### config.mk
export PLATFORM = sky130hd
export DESIGN_NAME = airs_front
export DESIGN_NICKNAME = d
export VERILOG_FILES = /design/src/airs_pkg.sv /design/src/airs_front.sv
export SDC_FILE = /design/constraint.sdc
export NUM_CORES = 1
export LEC_CHECK = 0
export BUFFER_PORTS_ARGS = -buffer_cell sky130_fd_sc_hd__buf_4
export CORE_MARGIN = 3
export CORE_UTILIZATION = 30
export DETAILED_ROUTE_END_ITERATION = 10
export GPL_ROUTABILITY_DRIVEN = 0
export PLACE_DENSITY_LB_ADDON = 0.1
export SYNTH_ARGS = -nofsm -noshare
export SYNTH_HDL_FRONTEND = slang
export SYNTH_SLANG_ARGS = --single-unit
### constraint.sdc
create_clock -name clk -period 2.8 [get_ports clk]
set_input_delay 0.28 -clock clk [delete_from_list [all_inputs] [get_ports clk]]
set_output_delay 0.28 -clock clk [all_outputs]
set_load 0.01 [all_outputs]
### src/airs_pkg.sv
// Shared types and constants for the azimuth indexed ring store.
// Depends on nothing; every other file of the block but airs_checker imports it.
package airs_pkg;

    localparam int SLOTS_DEF       = 4096;
    localparam int HANDLE_BITS_DEF = 32;
    localparam int SHAFT_W         = 12;
    localparam int KEY_W           = 16;
    localparam int QDEPTH          = 2;

    localparam logic [1:0] OP_ADD   = 2'd0;
    localparam logic [1:0] OP_CLEAR = 2'd1;
    localparam logic [1:0] OP_READ  = 2'd2;

    typedef enum logic [2:0] {
        K_ADD,
        K_REJECT,
        K_CLEAR,
        K_READ,
        K_NOP
    } kind_t;

    typedef struct packed {
        kind_t              kind;
        logic               in_range;
        logic [SHAFT_W-1:0] shaft;
    } cmd_t;

    typedef struct packed {
        logic full;
        logic empty;
    } q_stat_t;

    typedef enum logic [2:0] {
        ST_INIT,
        ST_IDLE,
        ST_WIPE,
        ST_CLEAR,
        ST_READ,
        ST_EMIT
    } state_t;

endpackage

### src/airs_front.sv
// Front end: holds the type key register, accepts items and classifies them.
// Depends on airs_pkg; pushes classified commands into airs_queue.
module airs_front #(
    parameter int SLOTS       = airs_pkg::SLOTS_DEF,
    parameter int HANDLE_BITS = airs_pkg::HANDLE_BITS_DEF
) (
    input  logic                          clk,
    input  logic                          rst_n,
    input  logic                          start,
    input  logic [1:0]                    op,
    input  logic [airs_pkg::SHAFT_W-1:0]  shaft,
    input  logic [airs_pkg::KEY_W-1:0]    type_key,
    input  logic [31:0]                   message_handle,
    input  logic                          cfg_we,
    input  logic [airs_pkg::KEY_W-1:0]    cfg_data,
    input  airs_pkg::q_stat_t             q_stat,
    input  logic                          init_busy,
    output logic                          busy,
    output logic                          push,
    output airs_pkg::cmd_t                push_cmd,
    output logic [HANDLE_BITS-1:0]        push_handle
);
    import airs_pkg::*;

    localparam int CW = $clog2(SLOTS + 1);
    localparam logic [CW+SHAFT_W-1:0] SLOTS_E = (CW + SHAFT_W)'(SLOTS);

    logic [KEY_W-1:0]          expected_reg;
    logic [CW+SHAFT_W-1:0]     shaft_ext;
    logic [HANDLE_BITS+31:0]   handle_ext;
    logic                      in_range;

    always_ff @(posedge clk or negedge rst_n)
    begin
        if (!rst_n)
        begin
            expected_reg <= '0;
        end
        else if (cfg_we)
        begin
            expected_reg <= cfg_data;
        end
    end

    assign busy        = q_stat.full || init_busy;
    assign push        = start && !busy;
    assign shaft_ext   = {{CW{1'b0}}, shaft};
    assign in_range    = shaft_ext < SLOTS_E;
    assign handle_ext  = {{HANDLE_BITS{1'b0}}, message_handle};
    assign push_handle = handle_ext[HANDLE_BITS-1:0];

    always_comb
    begin
        push_cmd.shaft    = shaft;
        push_cmd.in_range = in_range;
        unique case (op)
            OP_ADD:
            begin
                // A slot beyond the store is refused just like a wrong type key.
                if (type_key == expected_reg && in_range)
                    push_cmd.kind = K_ADD;
                else
                    push_cmd.kind = K_REJECT;
            end
            OP_CLEAR: push_cmd.kind = K_CLEAR;
            OP_READ:  push_cmd.kind = K_READ;
            default:  push_cmd.kind = K_NOP;
        endcase
    end

endmodule

Word level (Yosys, flattened, before mapping)
Cells that the tools add are included.

$lt $le $gt $ge: 1. Equality and inequality tests: 3. Muxes and demuxes: 2. Reduce and logical (&&, ||, !) cells: 5.

Operators with widths (number): 16-bit equality test (1); 12-bit by 13-bit less-than comparator with 1-bit output, second input constant (1); 3-bit case mux with 3 select lines (1); 2-bit by 1-bit equality test with 1-bit output, second input constant (1); 2-bit equality test, second input constant (1); 1-bit logical AND (2); 2-bit zero test (1); 1-bit zero test (1); 1-bit logical OR (1); 1-bit two-way mux (1).

Register bits: 16. Bits of input ports: 85.

Logic depth before layout (Yosys ltp)
Depth in word-level cells: 4. Mapped depth: 4. Gate-level depth less buffers: 4.

Least setup slack after synthesis
OpenSTA, ideal clock, no wires.

Path type: register to output. From: register expected_reg[5]. To: output port push_cmd[13] (netlist bit). Arrival time: 1101 ps. Path slack: 1419 ps. Cell stages (with the launch flop): 5. Path buffers: 0. Cell sequence: dfrtp_1 > xnor2_1 > nand4_1 > o41ai_1 > mux2i_1.

RTL lines: start: declaration (line airs_front.sv:28) `logic [KEY_W-1:0] expected_reg;`; start signal: assignment (line airs_front.sv:41) `expected_reg <= cfg_data;`; end: declaration (line airs_front.sv:20) `output airs_pkg::cmd_t push_cmd,`.

==> out/metrics.yaml <==
setup_path:
  cpLargestDelayFamily: "flip-flops"
  arrival_ns: 1.61
  crit_buf_inv: 1
  start_kind: "register"
  cp_max_fo: 2
  end_kind: "output pin"
  cp_slowest_cell: "dfrtp_1"
  path_class: "reg2out"
  worstPathRequired_ns: 2.52
  crit_chain: "xnor2_1, nand4_1, o41ai_1, mux2i_1, buf_4"
  crit_path_max_incr_delay_ns: 0.39
cts:
  worstSkewPairLatency_ns: 0.24
  cts_buffers: 3
  clkTransAtPathRegs_ns: 0.06
  clockBufferDepth: 2
  htreeDepth: 1
  root_buffer: "clkbuf_8"
  cts_setup_buffers: 0
  clock-sinks: 16
  cts_tree: "built"
global_route:
  grt_pass1_wl_mm: 3.512
  antenna_found_initial: 0
  overflow: 0
  grt_pass1_vias: 726
  grt_use_total: 0.1062
  grt_max_degree: 17
routing:
  drt_iter0_drc: 14
  wirelength_mm: 2.528
  wl_met2_mm: 1.318
  avgViaCountPerCell: 4.288
  dr.pass1.iters: 2
  wl_met3_um: 380
  wire_per_inst_um: 16.21
  vias: 669
  routed.top_layer: "met4"
  drc_errors: 0
  drtAntennaViolNets: 0
  wl_met1_um: 789
logic_synthesis:
  netlist.top_cell.by_area: "dfrtp_1"
  ys_seq_area_frac: 0.3445
  async_flop_share: 1.000
  yosysWarnings: 0
  synth_edf_count: 0
  synth_top_area_share: 0.3445
  synth_ff_type: "dfrtp_1"
  synth_area_leaders: "dfrtp_1 34%, buf_4 29%, mux2_2 16%"
  ys_ff_latch: 16
  synthTopCellsByCount: "45 x buf_4, 16 x dfrtp_1, 16 x mux2_2, 16 x xnor2_1, 4 x nand4_1"
  syn_inst: 109
  synth.distinct_cells: 13
  synth.net_count: 196
  syn-cell-area_um2: 1162
  yosysMostFrequentCell: "buf_4"
  avgSynthCellArea_um2: 10.66
layout:
  layout-drive-gt1-share: 0.5818
  multiInputGateArea_um2: 402.9
  nFillCells: 388
  nets: 199
  largest_reg_flops: 16
  diodes: 0
  area_growth_pct: 7.858
  regArea_um2: 400.4
floorplan:
  num_rows: 21
  coreArea_um2: 3521
  die_y_um: 68.25
  io_pins: 135
  initial_core_util: 0.3301
  fp.dieW_um: 68.25
  dieArea_um2: 4657
run_status:
  status: "completed"
sta:
  rsz0062_at_grt: "no"
  setup_viol_count_final: 0
  setup_tns_ns: 0
  fin_hold_ws_ns: 0.2628
  fmax_ghz: 0.5280
  fin_crit_sh: 0.6764
  hold_viol: 0
  fin_ws_ns: 0.9060
  finClkSkew_ns: 0
  finalMaxSlewViolations: 0
  timing.final.crit_period_ns: 1.894
placement:
  io_buffers: 44
  post-place-ws_ns: 1.143
run:
  cap_violations: 0
power:
  power_density_nw_per_um2: 452.5
  p_leak_nw: 0.5691
  peakVddDrop_v: 0.0003938
min_path:
  hp-class: "in2reg"
## path summary, 6_finish.rpt
check,startpoint,endpoint,slack (ns),cells past startpoint
max,expected_reg[5]$_DFFE_PN0P_,push_cmd[13],0.91,5
min,cfg_data[7],expected_reg[7]$_DFFE_PN0P_,0.26,2
max reg2reg,expected_reg[13]$_DFFE_PN0P_,expected_reg[13]$_DFFE_PN0P_,2.03,1
min reg2reg,expected_reg[1]$_DFFE_PN0P_,expected_reg[1]$_DFFE_PN0P_,0.53,1
max in group asynchronous,rst_n,expected_reg[3]$_DFFE_PN0P_,2.19,2
min in group asynchronous,rst_n,expected_reg[7]$_DFFE_PN0P_,0.42,2
## routing by layer
| layer | track usage | vias to the layer above |
|---|---|---|
| met2 | 0.1805 | 59 |
| met3 | 0.05583 | 8 |
| li1 | - | 309 |
| met4 | 0.03474 | 0 |
| met5 | 0 | - |
| met1 | 0.1124 | 293 |
## cell families after synthesis
| group | share of synthesized area |
|---|---|
| buffers and inverters | 0.3089 |
| multiplexers | 0.1636 |
| XOR/XNOR | 0.1206 |
| flip-flops | 0.3445 |
| AND/OR/NAND/NOR | 0.03014 |
| adder cells (fa/ha/maj) | 0.02153 |
| other | 0.003226 |
| AO/OA/AOI/OAI | 0.007536 |
## cell type report
type	count	share of cell area
inverter	3	0.008982
sequential	16	0.3194
clock buffer	3	0.03293
timing repair buffer	45	0.2715
multi-input combinational	43	0.3214
tap	46	0.04591
## what timing repair did
| action | 4_1_cts | 5_1_grt |
|---|---|---|
| hold endpoints to repair | 16 | 0 |
| hold buffers | 1 | 0 |
| resized for setup | 0 | 0 |
## report_power, final
group | total (mW) | internal (mW) | switching, mW
Sequential | 0.270 | 0.255 | 0.0148
Clock | 0.169 | 0.0951 | 0.0737
Combinational | 0.129 | 0.0870 | 0.0420
## metrics by stage
step                instance area, um2  power, mW  utilization  cells
floorplan                         1162     0.4050            -    109
global placement                  1202     0.4031       0.3415    152
detailed placement                1202     0.4053       0.3415    152
CTS                               1254     0.5823       0.3561    156
global route                      1254     0.6087       0.3561    156
finish                            1254     0.5673       0.3561    156
## cell usage in the layout, fill, tap and decap left out
cell / synthesis / final
nor2_1: 1 / 1
mux2_2: 16 / 16
dlygate4sd3_1: 0 / 1
o41ai_1: 1 / 1
ha_1: 2 / 2
xnor2_1: 16 / 16
nand4_1: 4 / 4
or2_2: 1 / 1
buf_4: 45 / 44
inv_1: 3 / 3
clkbuf_8: 0 / 3
mux2i_1: 1 / 1
dfrtp_1: 16 / 16
conb_1: 1 / 1
Power figures use the tool's default switching activity.
