File: src/airs_pkg.sv
// Shared types and constants for the azimuth indexed ring store.
// Depends on nothing; every other file of the block but airs_checker imports it.
package airs_pkg;

    localparam int SLOTS_DEF       = 4096;
    localparam int HANDLE_BITS_DEF = 32;
    localparam int SHAFT_W         = 12;
    localparam int KEY_W           = 16;
    localparam int QDEPTH          = 2;

    localparam logic [1:0] OP_ADD   = 2'd0;
    localparam logic [1:0] OP_CLEAR = 2'd1;
    localparam logic [1:0] OP_READ  = 2'd2;

    typedef enum logic [2:0] {
        K_ADD,
        K_REJECT,
        K_CLEAR,
        K_READ,
        K_NOP
    } kind_t;

    typedef struct packed {
        kind_t              kind;
        logic               in_range;
        logic [SHAFT_W-1:0] shaft;
    } cmd_t;

    typedef struct packed {
        logic full;
        logic empty;
    } q_stat_t;

    typedef enum logic [2:0] {
        ST_INIT,
        ST_IDLE,
        ST_WIPE,
        ST_CLEAR,
        ST_READ,
        ST_EMIT
    } state_t;

endpackage

File: src/airs_queue.sv
// Short command queue between the front end and the back end.
// Depends on airs_pkg for its depth and status struct.
module airs_queue #(
    parameter int W = 8
) (
    input  logic              clk,
    input  logic              rst_n,
    input  logic              push,
    input  logic [W-1:0]      push_data,
    input  logic              pop,
    output logic [W-1:0]      head_data,
    output airs_pkg::q_stat_t stat
);
    import airs_pkg::*;

    localparam int PW   = (QDEPTH > 1) ? $clog2(QDEPTH) : 1;
    localparam int CNTW = $clog2(QDEPTH + 1);
    localparam logic [PW-1:0]   LAST_PTR = PW'(QDEPTH - 1);
    localparam logic [CNTW-1:0] FULL_CNT = CNTW'(QDEPTH);

    logic [W-1:0]    entry_reg [QDEPTH];
    logic [PW-1:0]   wr_ptr_reg;
    logic [PW-1:0]   wr_ptr_next;
    logic [PW-1:0]   rd_ptr_reg;
    logic [PW-1:0]   rd_ptr_next;
    logic [CNTW-1:0] count_reg;
    logic [CNTW-1:0] count_next;

    always_comb
    begin
        wr_ptr_next = wr_ptr_reg;
        rd_ptr_next = rd_ptr_reg;
        count_next  = count_reg;
        if (push)
            wr_ptr_next = (wr_ptr_reg == LAST_PTR) ? '0 : wr_ptr_reg + PW'(1);
        if (pop)
            rd_ptr_next = (rd_ptr_reg == LAST_PTR) ? '0 : rd_ptr_reg + PW'(1);
        if (push && !pop)
            count_next = count_reg + CNTW'(1);
        else if (pop && !push)
            count_next = count_reg - CNTW'(1);
    end

    always_ff @(posedge clk or negedge rst_n)
    begin
        if (!rst_n)
        begin
            wr_ptr_reg <= '0;
            rd_ptr_reg <= '0;
            count_reg  <= '0;
        end
        else
        begin
            wr_ptr_reg <= wr_ptr_next;
            rd_ptr_reg <= rd_ptr_next;
            count_reg  <= count_next;
        end
    end

    always_ff @(posedge clk)
    begin
        if (push)
            entry_reg[wr_ptr_reg] <= push_data;
    end

    assign head_data  = entry_reg[rd_ptr_reg];
    assign stat.full  = count_reg == FULL_CNT;
    assign stat.empty = count_reg == '0;

endmodule

File: config.mk
export PLATFORM = sky130hd
export DESIGN_NAME = airs_queue
export DESIGN_NICKNAME = d
export VERILOG_FILES = /design/src/airs_pkg.sv /design/src/airs_queue.sv
export SDC_FILE = /design/constraint.sdc
export NUM_CORES = 1
export LEC_CHECK = 0
export BUFFER_PORTS_ARGS = -buffer_cell sky130_fd_sc_hd__buf_2
export CELL_PAD_IN_SITES_DETAIL_PLACEMENT = 1
export CELL_PAD_IN_SITES_GLOBAL_PLACEMENT = 1
export CORE_UTILIZATION = 43
export DETAILED_ROUTE_END_ITERATION = 10
export GPL_ROUTABILITY_DRIVEN = 0
export PLACE_DENSITY = 0.87
export SYNTH_ARGS = -nofsm -noshare
export SYNTH_HDL_FRONTEND = slang
export SYNTH_SLANG_ARGS = --single-unit
export TNS_END_PERCENT = 20
File: constraint.sdc
create_clock -name clk -period 2.1 [get_ports clk]
set_input_delay 0.105 -clock clk [delete_from_list [all_inputs] [get_ports clk]]
set_output_delay 0.105 -clock clk [all_outputs]
set_load 0.01 [all_outputs]
After elaboration in Yosys (flattened, before gate mapping)
Memories as Yosys holds them, arrays and structs flattened.
Index checks and enable logic that the tools add are counted.
W data, S select, Z words.
{"block": "totals", "romBits": 0, "in_bits": 12, "wordCells": 21, "mem_bits_rw": 16, "output_inout_bits": 10, "register_bits": 4, "latch_bits": 0, "mem_count": 1}
{"block": "op_classes", "reduce_logical": 6, "add_sub_neg": 4, "muxes": 6, "multipliers": 0, "bitwise": 0, "order_cmp": 0, "n_shift": 0, "div": 0, "eq_ne": 1}
{"memory": "entry_reg", "depth": 2, "width": 8, "rd": 1, "rd_ports_with_merged_regs": 0, "write_ports": 1, "line": "airs_queue.sv:21", "source": "logic [W-1:0] entry_reg [QDEPTH];"}
{"cell": "$mux W1", "count": 4}
{"cell": "$mux W2", "count": 2}
{"cell": "$add A1 B1 Y1 const B", "count": 2}
{"cell": "$add A2 B1 Y2 const B", "count": 1}
{"cell": "$eq A2 B2 Y1 const B", "count": 1}
{"cell": "$logic_and A1 B1 Y1", "count": 2}
{"cell": "$logic_not A1 Y1", "count": 2}
{"cell": "$logic_not A2 Y1", "count": 1}
{"cell": "$reduce_bool A2 Y1", "count": 1}
{"cell": "$sub A2 B1 Y2 const B", "count": 1}

Logic depth before layout (Yosys ltp)
{"block": "depth", "depth_word": 4, "ltp_mapped": 5, "depth_no_buf": 5}

Least setup slack after synthesis
Ideal clock, no wire load.
{"block": "synth_timing", "path_kind": "reg-to-reg", "start": "reg wr_ptr_reg", "end": "mem entry_reg[0][0], enable pin", "setup_ns": 0.373, "slack_ns": 0.938, "arrival_ns": 0.789, "stages_incl_launch_ff": 2, "cell_sequence": "dfrtp_1 nor2b_1"}
{"item": "from (decl)", "line": "airs_queue.sv:22", "source": "logic [PW-1:0] wr_ptr_reg;"}
{"item": "from (signal assigned)", "line": "airs_queue.sv:54", "source": "wr_ptr_reg <= wr_ptr_next;"}
{"item": "to (decl)", "line": "airs_queue.sv:21"}
No word-level cell before the write port.

Worst setup path after layout
{"block": "layout_timing", "start": "reg rd_ptr_reg", "end": "out head_data[7]"}
{"block": "layout_via", "elab_chain_cells": 1}
{"item": "from (decl)", "line": "airs_queue.sv:24", "source": "logic [PW-1:0] rd_ptr_reg;"}
{"item": "from (signal assigned)", "line": "airs_queue.sv:55", "source": "rd_ptr_reg <= rd_ptr_next;"}
{"item": "$mem_v2 Z2 W8"}
{"item": "to (decl)", "line": "airs_queue.sv:11", "source": "output logic [W-1:0] head_data,"}
No other way between the ends.

==> impl_summary.log <==
[metrics] outcome: finished, final reports clean
[metrics] area fraction in compound gates after synthesis: 0
[metrics] post-route clock skew: between 7 and 8 ps
[metrics] count of yosys warnings during synthesis: 0
[metrics] overall die area: 1970 µm²
[metrics] transition at the pin with the smallest max-transition slack: roughly 750 ps
[metrics] antenna viol nets, final: 0
[metrics] Num Clock Sinks: 20
[metrics] layout cell share with drive strength beyond 1: 0.446
[metrics] DRC Markers: 0
[metrics] number of fillers in the final layout: about 160
[metrics] number of iterations in the first detailed-routing pass: 3
[metrics] via count: 452
[metrics] die width: 44.3 µm
[metrics] Final Net Count: between 80 and 90
[metrics] xor/xnor cell area share of the yosys netlist: 0.0568
[metrics] Root Buffer: sky130_fd_sc_hd__clkbuf_4
[metrics] post-synthesis to final-layout area growth: 31.2%
[metrics] total number of H-tree levels: 1
[metrics] stage delay of the slowest cell on the critical path: approximately 600 ps
[metrics] chain of cells forming the critical path: mux2_2, buf_2
[metrics] Syn Std Cell Area: 771 µm²
[metrics] count of endpoints failing setup in the final report: 0
[metrics] core area: ~1600 µm²
[metrics] largest family of logic cells by synthesized area: multiplexers
[metrics] biggest area consumer among synthesized cells: sky130_fd_sc_hd__edfxtp_1
[metrics] HPWL reported at the end of detailed placement: 918 µm
[metrics] final max-slew violation count: 0
[metrics] Die Y: about 44 µm
[metrics] via density per instance: 4.61
[metrics] required time at the endpoint of the critical path: around 2000 ps
[metrics] Max-Slew Margin vs Limit: 0.502
[metrics] Critical Path Sink Type: output port
[metrics] mean cell area of the mapped netlist: around 19 µm²
[metrics] number of gates given a new drive strength after cts: 0
[metrics] cell with the biggest individual delay on the critical path: sky130_fd_sc_hd__dfrtp_1
[metrics] number of buffers added on ports: 21
[metrics] Area contributors post-synth: sky130_fd_sc_hd__edfxtp_1 62%, sky130_fd_sc_hd__dfrtp_1 13%, sky130_fd_sc_hd__mux2_2 12%
[metrics] leading cell type in the layout, fill and taps excluded: sky130_fd_sc_hd__buf_2
[metrics] number of global-route vias before repair: 469
[metrics] total congestion overflow after global routing: 0
[metrics] initial core utilization: 0.484
[metrics] Max clock buf depth: 2
[metrics] Pwr Total: about 0.0011 W
[metrics] endpoints failing hold: 0
[metrics] Achievable Freq: 658 MHz
[metrics] area share of the leading cell type in the synthesized netlist: 0.623
[metrics] Worst Setup Path Type: reg -> out
[metrics] pin count of the biggest net entering global routing: 12
[metrics] # rows: 14
[metrics] min Tclk post-route: ~1500 ps
[metrics] DRT iter0 DRCs: 9
[metrics] clock latency at the later pin of the worst-skew pair: between 200 and 300 ps
[metrics] number of buffers inserted during clock tree synthesis: 3
[metrics] clock-pin slew of the registers on the worst-case setup and hold paths: approximately 100 ps
[metrics] highest-count cells in the layout ignoring fill and taps: 21 x sky130_fd_sc_hd__buf_2, 16 x sky130_fd_sc_hd__edfxtp_1, 9 x sky130_fd_sc_hd__dlygate4sd3_1
[metrics] All-Layer GR Usage: 0.161
[metrics] critical path fanouts, max: 9
[metrics] area fraction in and, or, nand and nor cells after synthesis: 0.0373
[metrics] reported max-cap violation count: 0
[metrics] number of antenna violations at the first check in global routing: 0
[metrics] sequential-to-total area share from yosys stat: 0.753
[metrics] path category of the worst min-delay check: in -> reg
[metrics] mux share of post-synthesis cell area: 0.117
[metrics] area share of fa/ha/maj cells after synthesis: 0.0162
[metrics] Synth Instances: roughly 40
[metrics] critical path launch point type: register
[metrics] net count after synthesis: 54
[metrics] TritonCTS clock tree: done
[metrics] sum of negative setup slack: 0 ps
[metrics] data arrival at the endpoint of the critical path: 1420 ps
[metrics] Routed wire per std cell: 13.8 µm
[metrics] global-route wire length before repair: approximately 2.1 mm
[metrics] number of distinct library cells after synthesis: 12
[metrics] routed wire length: approximately 1.4 mm
[metrics] setup repair after global routing missed its margin: false
[metrics] Max IR drop VDD: 685 µV
[metrics] max FFs per register: 16
[metrics] portion of the clock cycle consumed by the worst path in the final layout: 0.724
[metrics] Antenna Cells: 0
[metrics] Static Leakage: 0.413 nW
[metrics] Power Dens Cells: about 1100 nW/µm²
[metrics] total I/O pin count: 22
[metrics] flip-flop and latch count after synthesis: 20
Yosys cell counts, drive strengths merged:
| cell type | instances |
|---|---|
| nor2 | 2 |
| and2 | 1 |
| xor2 | 4 |
| buf | 1 |
| mux2 | 8 |
| nor2b | 1 |
| ha | 1 |
| edfxtp | 16 |
| inv | 1 |
| dfrtp | 4 |
| and2b | 1 |
| xnor2 | 1 |
cell families (layout without fill, tap and decap cells):
kind of cell / count (synthesis) / in the layout
xor+xnor: 5 / 5
fa+ha+maj: 1 / 1
simple gates: 5 / 5
flops: 20 / 20
mux: 8 / 8
buf+inv: 2 / 35
report_power, final:
group	switching (W)	leakage, nW	internal [W]
registers	0.0000777	0.197	0.000539
logic	0.000156	0.201	0.000185
clock network	0.000110	0.0154	0.0000691
total	0.000344	0.413	0.000793
critical path, delay by kind of cell, from the launching register on:
family	cells	cell delay [ps]
flops	1	600
buf+inv	1	140
mux	1	390
layout make-up:
type                            count  area [µm²]  share of cell area
Sequential cell                    20         581               0.574
Inverter                            1        3.75             0.00371
Multi-Input combinational cell     19         175               0.173
Timing Repair Buffer               30         195               0.193
Clock inverter                      1        3.75             0.00371
Clock buffer                        3        22.5              0.0223
Tap cell                           24        30.0              0.0297
path summary, 6_finish.rpt:
check	cells after the start	start	slack, ps	to
worst max register to register	1	wr_ptr_reg$_DFFE_PN0P_	730	entry_reg[0][5]$_DFFE_PP_
worst min register to register	1	wr_ptr_reg$_DFFE_PN0P_	490	wr_ptr_reg$_DFFE_PN0P_
max in group asynchronous	2	rst_n	1820	rd_ptr_reg$_DFFE_PN0P_
worst min-delay path	2	pop	10	rd_ptr_reg$_DFFE_PN0P_
min in group asynchronous	2	rst_n	150	wr_ptr_reg$_DFFE_PN0P_
worst max-delay path	2	rd_ptr_reg$_DFFE_PN0P_	580	head_data[7]
routing by layer:
metal,track usage,wire [µm],up-vias
met4,0.0727,21,0
met2,0.285,721,16
li1,-,-,215
met1,0.189,562,217
met5,0,0,-
met3,0.0286,46,4
what timing repair did:
action,CTS,global route
buffers inserted,0,0
hold buffers,8,1
endpoints found under the hold margin,17,1
stage by stage:
step                      hold WS (ps)  cell area [µm²]  std cells  setup WS [ps]   util
after global placement           -83.2              895         85            834  0.561
after floorplan                   -191              771         41            938      -
after CTS                         8.80             1000         97            551  0.628
final                             10.6             1010         98            579  0.634
after detailed placement         -82.3              895         85            746  0.561
after global routing              5.93             1010         98            505  0.634
Power figures use the tool's default switching activity.
